--- src/hw/rtl/twsp_pkg.sv ---
`timescale 1ns / 1ps

package twsp_pkg;

   localparam int WORD_W  = 64;
   localparam int OP_W    = 3;
   localparam int KIND_W  = 2;
   localparam int COUNT_W = $clog2(WORD_W);
   localparam int ADDR_W  = 4;

   localparam logic [OP_W-1:0] OP_RAW    = 3'd0;
   localparam logic [OP_W-1:0] OP_URANGE = 3'd1;
   localparam logic [OP_W-1:0] OP_SRANGE = 3'd2;
   localparam logic [OP_W-1:0] OP_SEED   = 3'd3;
   localparam logic [OP_W-1:0] OP_RESEED = 3'd4;

   localparam logic [KIND_W-1:0] KIND_RAW    = 2'd0;
   localparam logic [KIND_W-1:0] KIND_URANGE = 2'd1;
   localparam logic [KIND_W-1:0] KIND_SRANGE = 2'd2;
   localparam logic [KIND_W-1:0] KIND_ZERO   = 2'd3;

   localparam int QUEUE_DEPTH = 2;
   localparam int QPTR_W      = $clog2(QUEUE_DEPTH);
   localparam int QCOUNT_W    = $clog2(QUEUE_DEPTH + 1);

   typedef struct packed {
      logic [KIND_W-1:0] kind;
      logic [WORD_W-1:0] times5;
      logic [WORD_W-1:0] low_bound;
      logic [WORD_W-1:0] high_bound;
   } entry_type;

endpackage

--- src/hw/rtl/two_word_starstar_prng.sv ---
`timescale 1ns / 1ps

// Channel   Direction  Handshake            Payload
// req       in         req_valid/req_stall  req_operation, req_low_bound, req_high_bound
// rsp       out        rsp_valid/rsp_stall  rsp_value, rsp_range_error
// csr       in/out     psel/penable/pready  paddr, pwrite, pwdata, prdata
//
// A word that needs no remainder passes the queue and the back end's MIX, SETUP
// and DONE states before rsp_valid rises. A range draw with a nonzero valid span
// also goes through the one-bit-per-cycle remainder unit (DIV) and then FIX.
// The front end advances the generator words when it accepts a word, so up
// to two further words are taken while the back end is busy.
// Synchronous reset clears the words, seeds, queue pointers, FSM and rsp_valid.

module two_word_starstar_prng (
   input  logic                                clock,
   input  logic                                reset,
   input  logic                                req_valid,
   output logic                                req_stall,
   input  logic [twsp_pkg::OP_W-1:0]           req_operation,
   input  logic [twsp_pkg::WORD_W-1:0]         req_low_bound,
   input  logic [twsp_pkg::WORD_W-1:0]         req_high_bound,
   output logic                                rsp_valid,
   input  logic                                rsp_stall,
   output logic [twsp_pkg::WORD_W-1:0]         rsp_value,
   output logic                                rsp_range_error,
   input  logic                                psel,
   input  logic                                penable,
   input  logic                                pwrite,
   input  logic [twsp_pkg::ADDR_W-1:0]         paddr,
   input  logic [twsp_pkg::WORD_W-1:0]         pwdata,
   output logic [twsp_pkg::WORD_W-1:0]         prdata,
   output logic                                pready
);

   logic [twsp_pkg::WORD_W-1:0] state_seed_ff;
   logic [twsp_pkg::WORD_W-1:0] stream_seed_ff;
   logic                        csr_write;
   logic                        push_valid;
   logic                        push_stall;
   twsp_pkg::entry_type         push_entry;
   logic                        pop_valid;
   logic                        pop_stall;
   twsp_pkg::entry_type         pop_entry;

   assign pready    = 1'b1;
   assign csr_write = psel && penable && pwrite && pready;
   assign prdata    = paddr[3] ? stream_seed_ff : state_seed_ff;

   always_ff @(posedge clock) begin
      if (reset) begin
         state_seed_ff  <= '0;
         stream_seed_ff <= '0;
      end else if (csr_write) begin
         if (paddr[3]) begin
            stream_seed_ff <= pwdata;
         end else begin
            state_seed_ff <= pwdata;
         end
      end
   end

   twsp_front u_front (
      .clock          (clock),
      .reset          (reset),
      .req_valid      (req_valid),
      .req_stall      (req_stall),
      .req_operation  (req_operation),
      .req_low_bound  (req_low_bound),
      .req_high_bound (req_high_bound),
      .state_seed     (state_seed_ff),
      .stream_seed    (stream_seed_ff),
      .push_valid     (push_valid),
      .push_stall     (push_stall),
      .push_entry     (push_entry)
   );

   twsp_queue u_queue (
      .clock      (clock),
      .reset      (reset),
      .push_valid (push_valid),
      .push_stall (push_stall),
      .push_entry (push_entry),
      .pop_valid  (pop_valid),
      .pop_stall  (pop_stall),
      .pop_entry  (pop_entry)
   );

   twsp_back u_back (
      .clock           (clock),
      .reset           (reset),
      .pop_valid       (pop_valid),
      .pop_stall       (pop_stall),
      .pop_entry       (pop_entry),
      .rsp_valid       (rsp_valid),
      .rsp_stall       (rsp_stall),
      .rsp_value       (rsp_value),
      .rsp_range_error (rsp_range_error)
   );

endmodule

--- src/hw/rtl/twsp_front.sv ---
`timescale 1ns / 1ps

module twsp_front (
   input  logic                                clock,
   input  logic                                reset,
   input  logic                                req_valid,
   output logic                                req_stall,
   input  logic [twsp_pkg::OP_W-1:0]           req_operation,
   input  logic [twsp_pkg::WORD_W-1:0]         req_low_bound,
   input  logic [twsp_pkg::WORD_W-1:0]         req_high_bound,
   input  logic [twsp_pkg::WORD_W-1:0]         state_seed,
   input  logic [twsp_pkg::WORD_W-1:0]         stream_seed,
   output logic                                push_valid,
   input  logic                                push_stall,
   output twsp_pkg::entry_type                 push_entry
);

   logic [twsp_pkg::WORD_W-1:0] state_ff;
   logic [twsp_pkg::WORD_W-1:0] state_in;
   logic [twsp_pkg::WORD_W-1:0] stream_ff;
   logic [twsp_pkg::WORD_W-1:0] stream_in;
   logic [twsp_pkg::WORD_W-1:0] mix_stream;
   logic [twsp_pkg::WORD_W-1:0] mix_state;
   logic [twsp_pkg::WORD_W-1:0] mix_final;
   logic                        accept;

   assign req_stall  = push_stall;
   assign push_valid = req_valid;
   assign accept     = req_valid && !push_stall;

   assign mix_stream = stream_ff ^ state_ff;
   assign mix_state  = state_ff ^ mix_stream;
   assign mix_final  = {mix_state[18:0], mix_state[63:19]};

   always_comb begin
      state_in             = state_ff;
      stream_in            = stream_ff;
      push_entry.times5    = state_ff + {state_ff[61:0], 2'b00};
      push_entry.low_bound = req_low_bound;
      push_entry.high_bound = req_high_bound;
      push_entry.kind      = twsp_pkg::KIND_ZERO;
      unique case (req_operation)
         twsp_pkg::OP_RAW, twsp_pkg::OP_URANGE, twsp_pkg::OP_SRANGE: begin
            state_in  = mix_final;
            stream_in = mix_stream ^ {stream_ff[46:0], 17'd0};
            if (req_operation == twsp_pkg::OP_RAW) begin
               push_entry.kind = twsp_pkg::KIND_RAW;
            end else if (req_operation == twsp_pkg::OP_URANGE) begin
               push_entry.kind = twsp_pkg::KIND_URANGE;
            end else begin
               push_entry.kind = twsp_pkg::KIND_SRANGE;
            end
         end
         twsp_pkg::OP_SEED: begin
            state_in  = state_seed;
            stream_in = stream_seed;
         end
         twsp_pkg::OP_RESEED: begin
            state_in = state_seed;
         end
         default: begin
         end
      endcase
   end

   always_ff @(posedge clock) begin
      if (reset) begin
         state_ff  <= '0;
         stream_ff <= '0;
      end else if (accept) begin
         state_ff  <= state_in;
         stream_ff <= stream_in;
      end
   end

endmodule

--- src/hw/rtl/twsp_queue.sv ---
`timescale 1ns / 1ps

module twsp_queue (
   input  logic                clock,
   input  logic                reset,
   input  logic                push_valid,
   output logic                push_stall,
   input  twsp_pkg::entry_type push_entry,
   output logic                pop_valid,
   input  logic                pop_stall,
   output twsp_pkg::entry_type pop_entry
);

   twsp_pkg::entry_type                slot_ff [twsp_pkg::QUEUE_DEPTH];
   logic [twsp_pkg::QPTR_W-1:0]        wr_ptr_ff;
   logic [twsp_pkg::QPTR_W-1:0]        wr_ptr_in;
   logic [twsp_pkg::QPTR_W-1:0]        rd_ptr_ff;
   logic [twsp_pkg::QPTR_W-1:0]        rd_ptr_in;
   logic [twsp_pkg::QCOUNT_W-1:0]      count_ff;
   logic [twsp_pkg::QCOUNT_W-1:0]      count_in;
   logic                               push;
   logic                               pop;

   assign push_stall = (count_ff == twsp_pkg::QCOUNT_W'(twsp_pkg::QUEUE_DEPTH));
   assign pop_valid  = (count_ff != '0);
   assign pop_entry  = slot_ff[rd_ptr_ff];
   assign push       = push_valid && !push_stall;
   assign pop        = pop_valid && !pop_stall;

   always_comb begin
      wr_ptr_in = push ? wr_ptr_ff + 1'b1 : wr_ptr_ff;
      rd_ptr_in = pop ? rd_ptr_ff + 1'b1 : rd_ptr_ff;
      count_in  = count_ff;
      if (push && !pop) begin
         count_in = count_ff + 1'b1;
      end else if (pop && !push) begin
         count_in = count_ff - 1'b1;
      end
   end

   always_ff @(posedge clock) begin
      if (push) begin
         slot_ff[wr_ptr_ff] <= push_entry;
      end
   end

   always_ff @(posedge clock) begin
      if (reset) begin
         wr_ptr_ff <= '0;
         rd_ptr_ff <= '0;
         count_ff  <= '0;
      end else begin
         wr_ptr_ff <= wr_ptr_in;
         rd_ptr_ff <= rd_ptr_in;
         count_ff  <= count_in;
      end
   end

endmodule

--- src/hw/rtl/twsp_back.sv ---
`timescale 1ns / 1ps

module twsp_back (
   input  logic                        clock,
   input  logic                        reset,
   input  logic                        pop_valid,
   output logic                        pop_stall,
   input  twsp_pkg::entry_type         pop_entry,
   output logic                        rsp_valid,
   input  logic                        rsp_stall,
   output logic [twsp_pkg::WORD_W-1:0] rsp_value,
   output logic                        rsp_range_error
);

   localparam int W = twsp_pkg::WORD_W;

   localparam logic [2:0] ST_IDLE  = 3'd0;
   localparam logic [2:0] ST_MIX   = 3'd1;
   localparam logic [2:0] ST_SETUP = 3'd2;
   localparam logic [2:0] ST_DIV   = 3'd3;
   localparam logic [2:0] ST_FIX   = 3'd4;
   localparam logic [2:0] ST_DONE  = 3'd5;

   localparam logic [twsp_pkg::COUNT_W-1:0] LAST_STEP = twsp_pkg::COUNT_W'(W - 1);

   logic [2:0]                      state_ff;
   logic [2:0]                      state_in;
   logic [twsp_pkg::KIND_W-1:0]     kind_ff;
   logic [twsp_pkg::KIND_W-1:0]     kind_in;
   logic [W-1:0]                    times5_ff;
   logic [W-1:0]                    times5_in;
   logic [W-1:0]                    lo_ff;
   logic [W-1:0]                    lo_in;
   logic [W-1:0]                    hi_ff;
   logic [W-1:0]                    hi_in;
   logic [W-1:0]                    raw_ff;
   logic [W-1:0]                    raw_in;
   logic [W-1:0]                    span_ff;
   logic [W-1:0]                    span_in;
   logic [W-1:0]                    rem_ff;
   logic [W-1:0]                    rem_in;
   logic [W-1:0]                    div_ff;
   logic [W-1:0]                    div_in;
   logic [twsp_pkg::COUNT_W-1:0]    count_ff;
   logic [twsp_pkg::COUNT_W-1:0]    count_in;
   logic                            neg_ff;
   logic                            neg_in;
   logic [W-1:0]                    res_ff;
   logic [W-1:0]                    res_in;
   logic                            err_ff;
   logic                            err_in;
   logic                            out_valid_ff;
   logic                            out_valid_in;
   logic [W-1:0]                    out_value_ff;
   logic [W-1:0]                    out_value_in;
   logic                            out_err_ff;
   logic                            out_err_in;
   logic [W-1:0]                    rotated;
   logic [W:0]                      trial;
   logic [W:0]                      trial_diff;
   logic                            out_free;

   assign pop_stall       = (state_ff != ST_IDLE);
   assign rsp_valid       = out_valid_ff;
   assign rsp_value       = out_value_ff;
   assign rsp_range_error = out_err_ff;

   assign rotated    = {times5_ff[W-8:0], times5_ff[W-1:W-7]};
   assign trial      = {rem_ff, div_ff[W-1]};
   assign trial_diff = trial - {1'b0, span_ff};
   assign out_free   = !out_valid_ff || !rsp_stall;

   always_comb begin
      state_in     = state_ff;
      kind_in      = kind_ff;
      times5_in    = times5_ff;
      lo_in        = lo_ff;
      hi_in        = hi_ff;
      raw_in       = raw_ff;
      span_in      = span_ff;
      rem_in       = rem_ff;
      div_in       = div_ff;
      count_in     = count_ff;
      neg_in       = neg_ff;
      res_in       = res_ff;
      err_in       = err_ff;
      out_valid_in = out_valid_ff && rsp_stall;
      out_value_in = out_value_ff;
      out_err_in   = out_err_ff;
      unique case (state_ff)
         ST_IDLE: begin
            if (pop_valid) begin
               kind_in   = pop_entry.kind;
               times5_in = pop_entry.times5;
               lo_in     = pop_entry.low_bound;
               hi_in     = pop_entry.high_bound;
               state_in  = ST_MIX;
            end
         end
         ST_MIX: begin
            raw_in   = rotated + {rotated[W-4:0], 3'b000};
            span_in  = hi_ff - lo_ff + W'(1);
            state_in = ST_SETUP;
         end
         ST_SETUP: begin
            err_in   = 1'b0;
            rem_in   = '0;
            count_in = '0;
            neg_in   = 1'b0;
            div_in   = raw_ff;
            state_in = ST_DONE;
            unique case (kind_ff)
               twsp_pkg::KIND_RAW: begin
                  res_in = raw_ff;
               end
               twsp_pkg::KIND_URANGE: begin
                  if (span_ff == '0) begin
                     res_in = raw_ff + lo_ff;
                  end else begin
                     state_in = ST_DIV;
                  end
               end
               twsp_pkg::KIND_SRANGE: begin
                  if (span_ff == '0 || span_ff[W-1]) begin
                     err_in = 1'b1;
                     res_in = raw_ff;
                  end else begin
                     neg_in   = raw_ff[W-1];
                     div_in   = raw_ff[W-1] ? W'(0) - raw_ff : raw_ff;
                     state_in = ST_DIV;
                  end
               end
               default: begin
                  res_in = '0;
               end
            endcase
         end
         ST_DIV: begin
            if (!trial_diff[W]) begin
               rem_in = trial_diff[W-1:0];
            end else begin
               rem_in = trial[W-1:0];
            end
            div_in   = {div_ff[W-2:0], 1'b0};
            count_in = count_ff + 1'b1;
            if (count_ff == LAST_STEP) begin
               state_in = ST_FIX;
            end
         end
         ST_FIX: begin
            res_in   = neg_ff ? lo_ff - rem_ff : lo_ff + rem_ff;
            state_in = ST_DONE;
         end
         ST_DONE: begin
            if (out_free) begin
               out_valid_in = 1'b1;
               out_value_in = res_ff;
               out_err_in   = err_ff;
               state_in     = ST_IDLE;
            end
         end
         default: begin
            state_in = ST_IDLE;
         end
      endcase
   end

   always_ff @(posedge clock) begin
      kind_ff      <= kind_in;
      times5_ff    <= times5_in;
      lo_ff        <= lo_in;
      hi_ff        <= hi_in;
      raw_ff       <= raw_in;
      span_ff      <= span_in;
      rem_ff       <= rem_in;
      div_ff       <= div_in;
      count_ff     <= count_in;
      neg_ff       <= neg_in;
      res_ff       <= res_in;
      err_ff       <= err_in;
      out_value_ff <= out_value_in;
      out_err_ff   <= out_err_in;
   end

   always_ff @(posedge clock) begin
      if (reset) begin
         state_ff     <= ST_IDLE;
         out_valid_ff <= 1'b0;
      end else begin
         state_ff     <= state_in;
         out_valid_ff <= out_valid_in;
      end
   end

`ifndef SYNTH
   a_rem_below_span: assert property (@(posedge clock) disable iff (reset)
      state_ff == ST_DIV |-> rem_ff < span_ff)
      else $error("remainder not below span during division");

   a_div_ends_in_fix: assert property (@(posedge clock) disable iff (reset)
      state_ff == ST_DIV && count_ff == LAST_STEP |=> state_ff == ST_FIX)
      else $error("division did not end after the last step");

   a_fix_then_done: assert property (@(posedge clock) disable iff (reset)
      state_ff == ST_FIX |=> state_ff == ST_DONE)
      else $error("fix-up step not followed by hand-off");

   a_handoff_loads_output: assert property (@(posedge clock) disable iff (reset)
      state_ff == ST_DONE && out_free |=> out_valid_ff && state_ff == ST_IDLE)
      else $error("finished word not moved to the output register");
`endif

endmodule
--- config.mk ---
export PLATFORM = sky130hd
export DESIGN_NAME = two_word_starstar_prng
export DESIGN_NICKNAME = d
export VERILOG_FILES = /design/src/hw/rtl/twsp_pkg.sv /design/src/hw/rtl/two_word_starstar_prng.sv /design/src/hw/rtl/twsp_front.sv /design/src/hw/rtl/twsp_queue.sv /design/src/hw/rtl/twsp_back.sv
export SDC_FILE = /design/constraint.sdc
export NUM_CORES = 2
export LEC_CHECK = 0
export BUFFER_PORTS_ARGS = -buffer_cell sky130_fd_sc_hd__buf_2
export CAP_MARGIN = 20
export CELL_PAD_IN_SITES_DETAIL_PLACEMENT = 1
export CELL_PAD_IN_SITES_GLOBAL_PLACEMENT = 1
export CORE_MARGIN = 1.5
export CORE_UTILIZATION = 29
export DETAILED_ROUTE_END_ITERATION = 7
export GPL_TIMING_DRIVEN = 0
export HOLD_SLACK_MARGIN = 0.12
export PLACE_DENSITY = 0.5
export SLEW_MARGIN = 20
export SYNTH_ARGS = -nofsm -noshare
export SYNTH_HDL_FRONTEND = slang
export SYNTH_HIERARCHICAL = 1
export SYNTH_SLANG_ARGS = --single-unit
--- constraint.sdc ---
create_clock -name clock -period 30.8 [get_ports clock]
set_input_delay 9.24 -clock clock [delete_from_list [all_inputs] [get_ports clock]]
set_output_delay 9.24 -clock clock [all_outputs]
set_load 0.02 [all_outputs]
==> impl_metrics.yaml <==
cts:
  cts_tree: "built"
  cts_buffer_depth: 3
  clk_latency_ps: 840
  cts_max_level: 4
  clock-sinks: 1240
  post_cts_buffers: 0
  cts.clk_slew.worst_paths_ps: 60
  ctsRootBufferMaster: "clkbuf_16"
  holdBufCountCts: 0
  cts_buffers: 152
  cts.repair.resized: 0
synth:
  seq_area_frac_synth_pct: 46.6
  synth_area_um2: 74300
  yosysMostFrequentCell: "edfxtp_1"
  synth_commonest_cells: "edfxtp_1 (975), a21oi_1 (643), nand2_1 (546), ha_1 (444), o21ai_0 (407)"
  synth_cell_type_count: 105
  synth-async-reset-ratio_pct: 0
  yosysTopAreaCell: "edfxtp_1"
  yosysWarnings: 6
  synth_cells: 7039
  syn_area_per_cell_um2: 10.6
  syn_nets: 7695
  yosysTopAreaCellShare_pct: 39.4
  synth_ff_type: "edfxtp_1"
  ys_ff_latch: 1240
  synth.area.top_cells: "edfxtp_1 (39%), ha_1 (7.5%), dfxtp_1 (7.1%)"
  synth_edf_count: 975
die:
  die_y_um: 509
  start_util_pct: 29.2
  coreArea_um2: 254000
  die_w_um: 509
  num_rows: 185
  die_area_um2: 259000
  io_pins: 338
drt:
  drt_iter0_markers: 3318
  postRouteAntennaNets: 0
  vias_per_cell: 5.12
  drtPass1Iterations: 6
  route.vias.total: 56000
  drc_errors: 0
  wire_per_inst_um: 25.0
  totalWireLength_um: 274000
placed_design:
  dp_slack_ps: 10840
  place_area_um2: 80200
  dp_hpwl_um: 218000
  port_buffers: 204
  dp.cells: 10600
  routabilityCongestion: 0.931
grt:
  grt_max_degree: 82
  grt_overflow: 0
  antenna_found_initial: 25
  grt_use_total_pct: 20.7
  grt_pass1_vias: 59300
  grt_pass1_wl_um: 398000
sta:
  setup_viol_count_final: 0
  setup_slack_ps: 10870
  min_period_over_period_pct: 64.7
  fmax_mhz: 50.2
  slew_violations: 0
  tightest_slew_ps: 1180
  skew_ps: 44.1
  hold_viol: 0
  relSlewSlack_pct: 20.6
  rsz0062_at_grt: "false"
  finalCriticalPeriod_ps: 19930
  tns_ps: 0
setup_path:
  crit_arrival_ps: 10690
  startpoint_type: "input pin"
  critPathMaxFanout: 10
  path_class: "input pin to output port"
  cp-end-kind: "output port"
  crit_required_ps: 21560
pwr:
  p_int_w: 0.00535
  p_comb_share_pct: 51.5
  vdd_drop_max_uv: 61.5
  p_sw_share_pct: 44.7
  power.density_nw_per_um2: 114
  leakagePower_nw: 32.7
  power_frac_seq_pct: 30.1
  power_switching_w: 0.00432
  pwr-share-clk_pct: 18.5
min_path:
  min-delay-path-class: "register to register"
flow_run:
  drv_cap: 0
cells_and_area:
  finalNonFillerCells: 10900
  register_area_um2: 34600
  final_nets: 8082
  drive_above_1_share_pct: 13.2
  area_growth_pct: 14.6
  multi_input_area_um2: 36200
  fillers: 28300
  final_core_util_pct: 33.5
  postLayoutCellArea_um2: 85100
status:
  status: "finished clean"
## power groups by stage
stage	combinational, W	sequential, W	clock [W]
4_1_cts	0.00500	0.00291	0.00185
3_5_place_dp	0.00496	0.00294	0
2_1_floorplan	0.00349	0.00275	0
3_3_place_gp	0.00486	0.00308	0
5_1_grt	0.00552	0.00295	0.00190
6_report	0.00498	0.00291	0.00179
## cell usage in the layout, fill, tap and decap left out, types with 31 or more instances in the layout
cell         n
and2_1      37
edfxtp_1   975
a21o_1     226
o221ai_1    86
xnor2_1    323
nand3_1    118
inv_1      280
and3_1      41
nor4_1      39
a211oi_1    42
nand4_1    102
nor3_1      80
mux2_2      99
buf_2      241
nor2b_1     42
o21bai_1    73
clkbuf_16  156
a31oi_1     60
clkbuf_1   299
o21a_1      56
o22ai_1     36
xor2_1     213
a221oi_1    48
mux2i_1    135
ha_1       444
a22oi_1     52
nand2b_1   240
o21ai_0    407
a21oi_1    641
nor2_1     311
o31ai_1     31
buf_4      137
mux2_4     160
nand2_1    546
dfxtp_1    265
## cells by family after synthesis
group                    count (synthesis)  synth area share [%]
buffers and inverters                  764                  4.86
flip-flops                            1240                  46.6
multiplexers                           394                  6.55
AO/OA/AOI/OAI                         1955                  16.7
other                                    1               0.00505
XOR/XNOR                               539                  6.35
adder cells (fa/ha/maj)                450                  7.64
AND/OR/NAND/NOR                       1696                  11.3
## metal layers
layer,vias up,global-route usage (%),routed length [µm]
met1,27800,25.6,117000
met4,2,9.18,13100
li1,26700,-,-
met5,-,0,10
met2,1089,36.4,134000
met3,376,2.18,8520
## final cells by class
class / instances / share of cell area (%)
Tap cell: 3366 / 4.95
Multi-Input combinational cell: 5035 / 42.5
Antenna cell: 4 / 0.0118
Sequential cell: 1240 / 40.6
Timing Repair Buffer: 233 / 1.86
Clock buffer: 191 / 4.83
Inverter: 283 / 1.27
Clock inverter: 88 / 0.939
Buffer: 481 / 3.00
## registers in the layout, indices dropped and copies added (netlist names), named ones only
register / cells
u_queue/slot_ff: 388
state_seed_ff: 64
stream_seed_ff: 64
u_back/div_ff: 64
u_back/hi_ff: 64
u_back/lo_ff: 64
u_back/raw_ff: 64
u_back/rem_ff: 64
u_back/res_ff: 64
u_back/rsp_value: 64
u_back/span_ff: 64
u_back/times5_ff: 64
u_front/state_ff: 64
u_front/stream_ff: 64
u_back/count_ff: 6
u_back/state_ff: 3
u_back/kind_ff: 2
u_queue/count_ff: 2
u_back/err_ff: 1
u_back/neg_ff: 1
u_back/rsp_range_error: 1
u_back/rsp_valid: 1
u_queue/rd_ptr_ff: 1
u_queue/wr_ptr_ff: 1
## worst max-delay path, cell delays in order
cell and delay (ps):
buf_2 110, buf_2 350, buf_2 380, mux2_2 420, buf_2 170
## stage by stage
step                hold slack [ps]  total power, W
global placement                404         0.00794
CTS                             416         0.00976
detailed placement              406         0.00790
floorplan                       400         0.00624
global route                    423          0.0104
finish                          414         0.00967
## final timing paths
kind                                   from                        endpoint  slack, ps  cells past startpoint
min             u_back/res_ff[63]$_DFFE_PP_  u_back/rsp_value[63]$_DFFE_PP_        410                      0
max reg2reg  u_back/rem_ff[4]$_SDFFCE_PN0P_     u_back/res_ff[60]$_DFFE_PP_      23260                     21
max                                paddr[3]                      prdata[50]      10870                      5
min reg2reg     u_back/res_ff[63]$_DFFE_PP_  u_back/rsp_value[63]$_DFFE_PP_        410                      0
No activity file was read; power rests on OpenSTA's default activity.
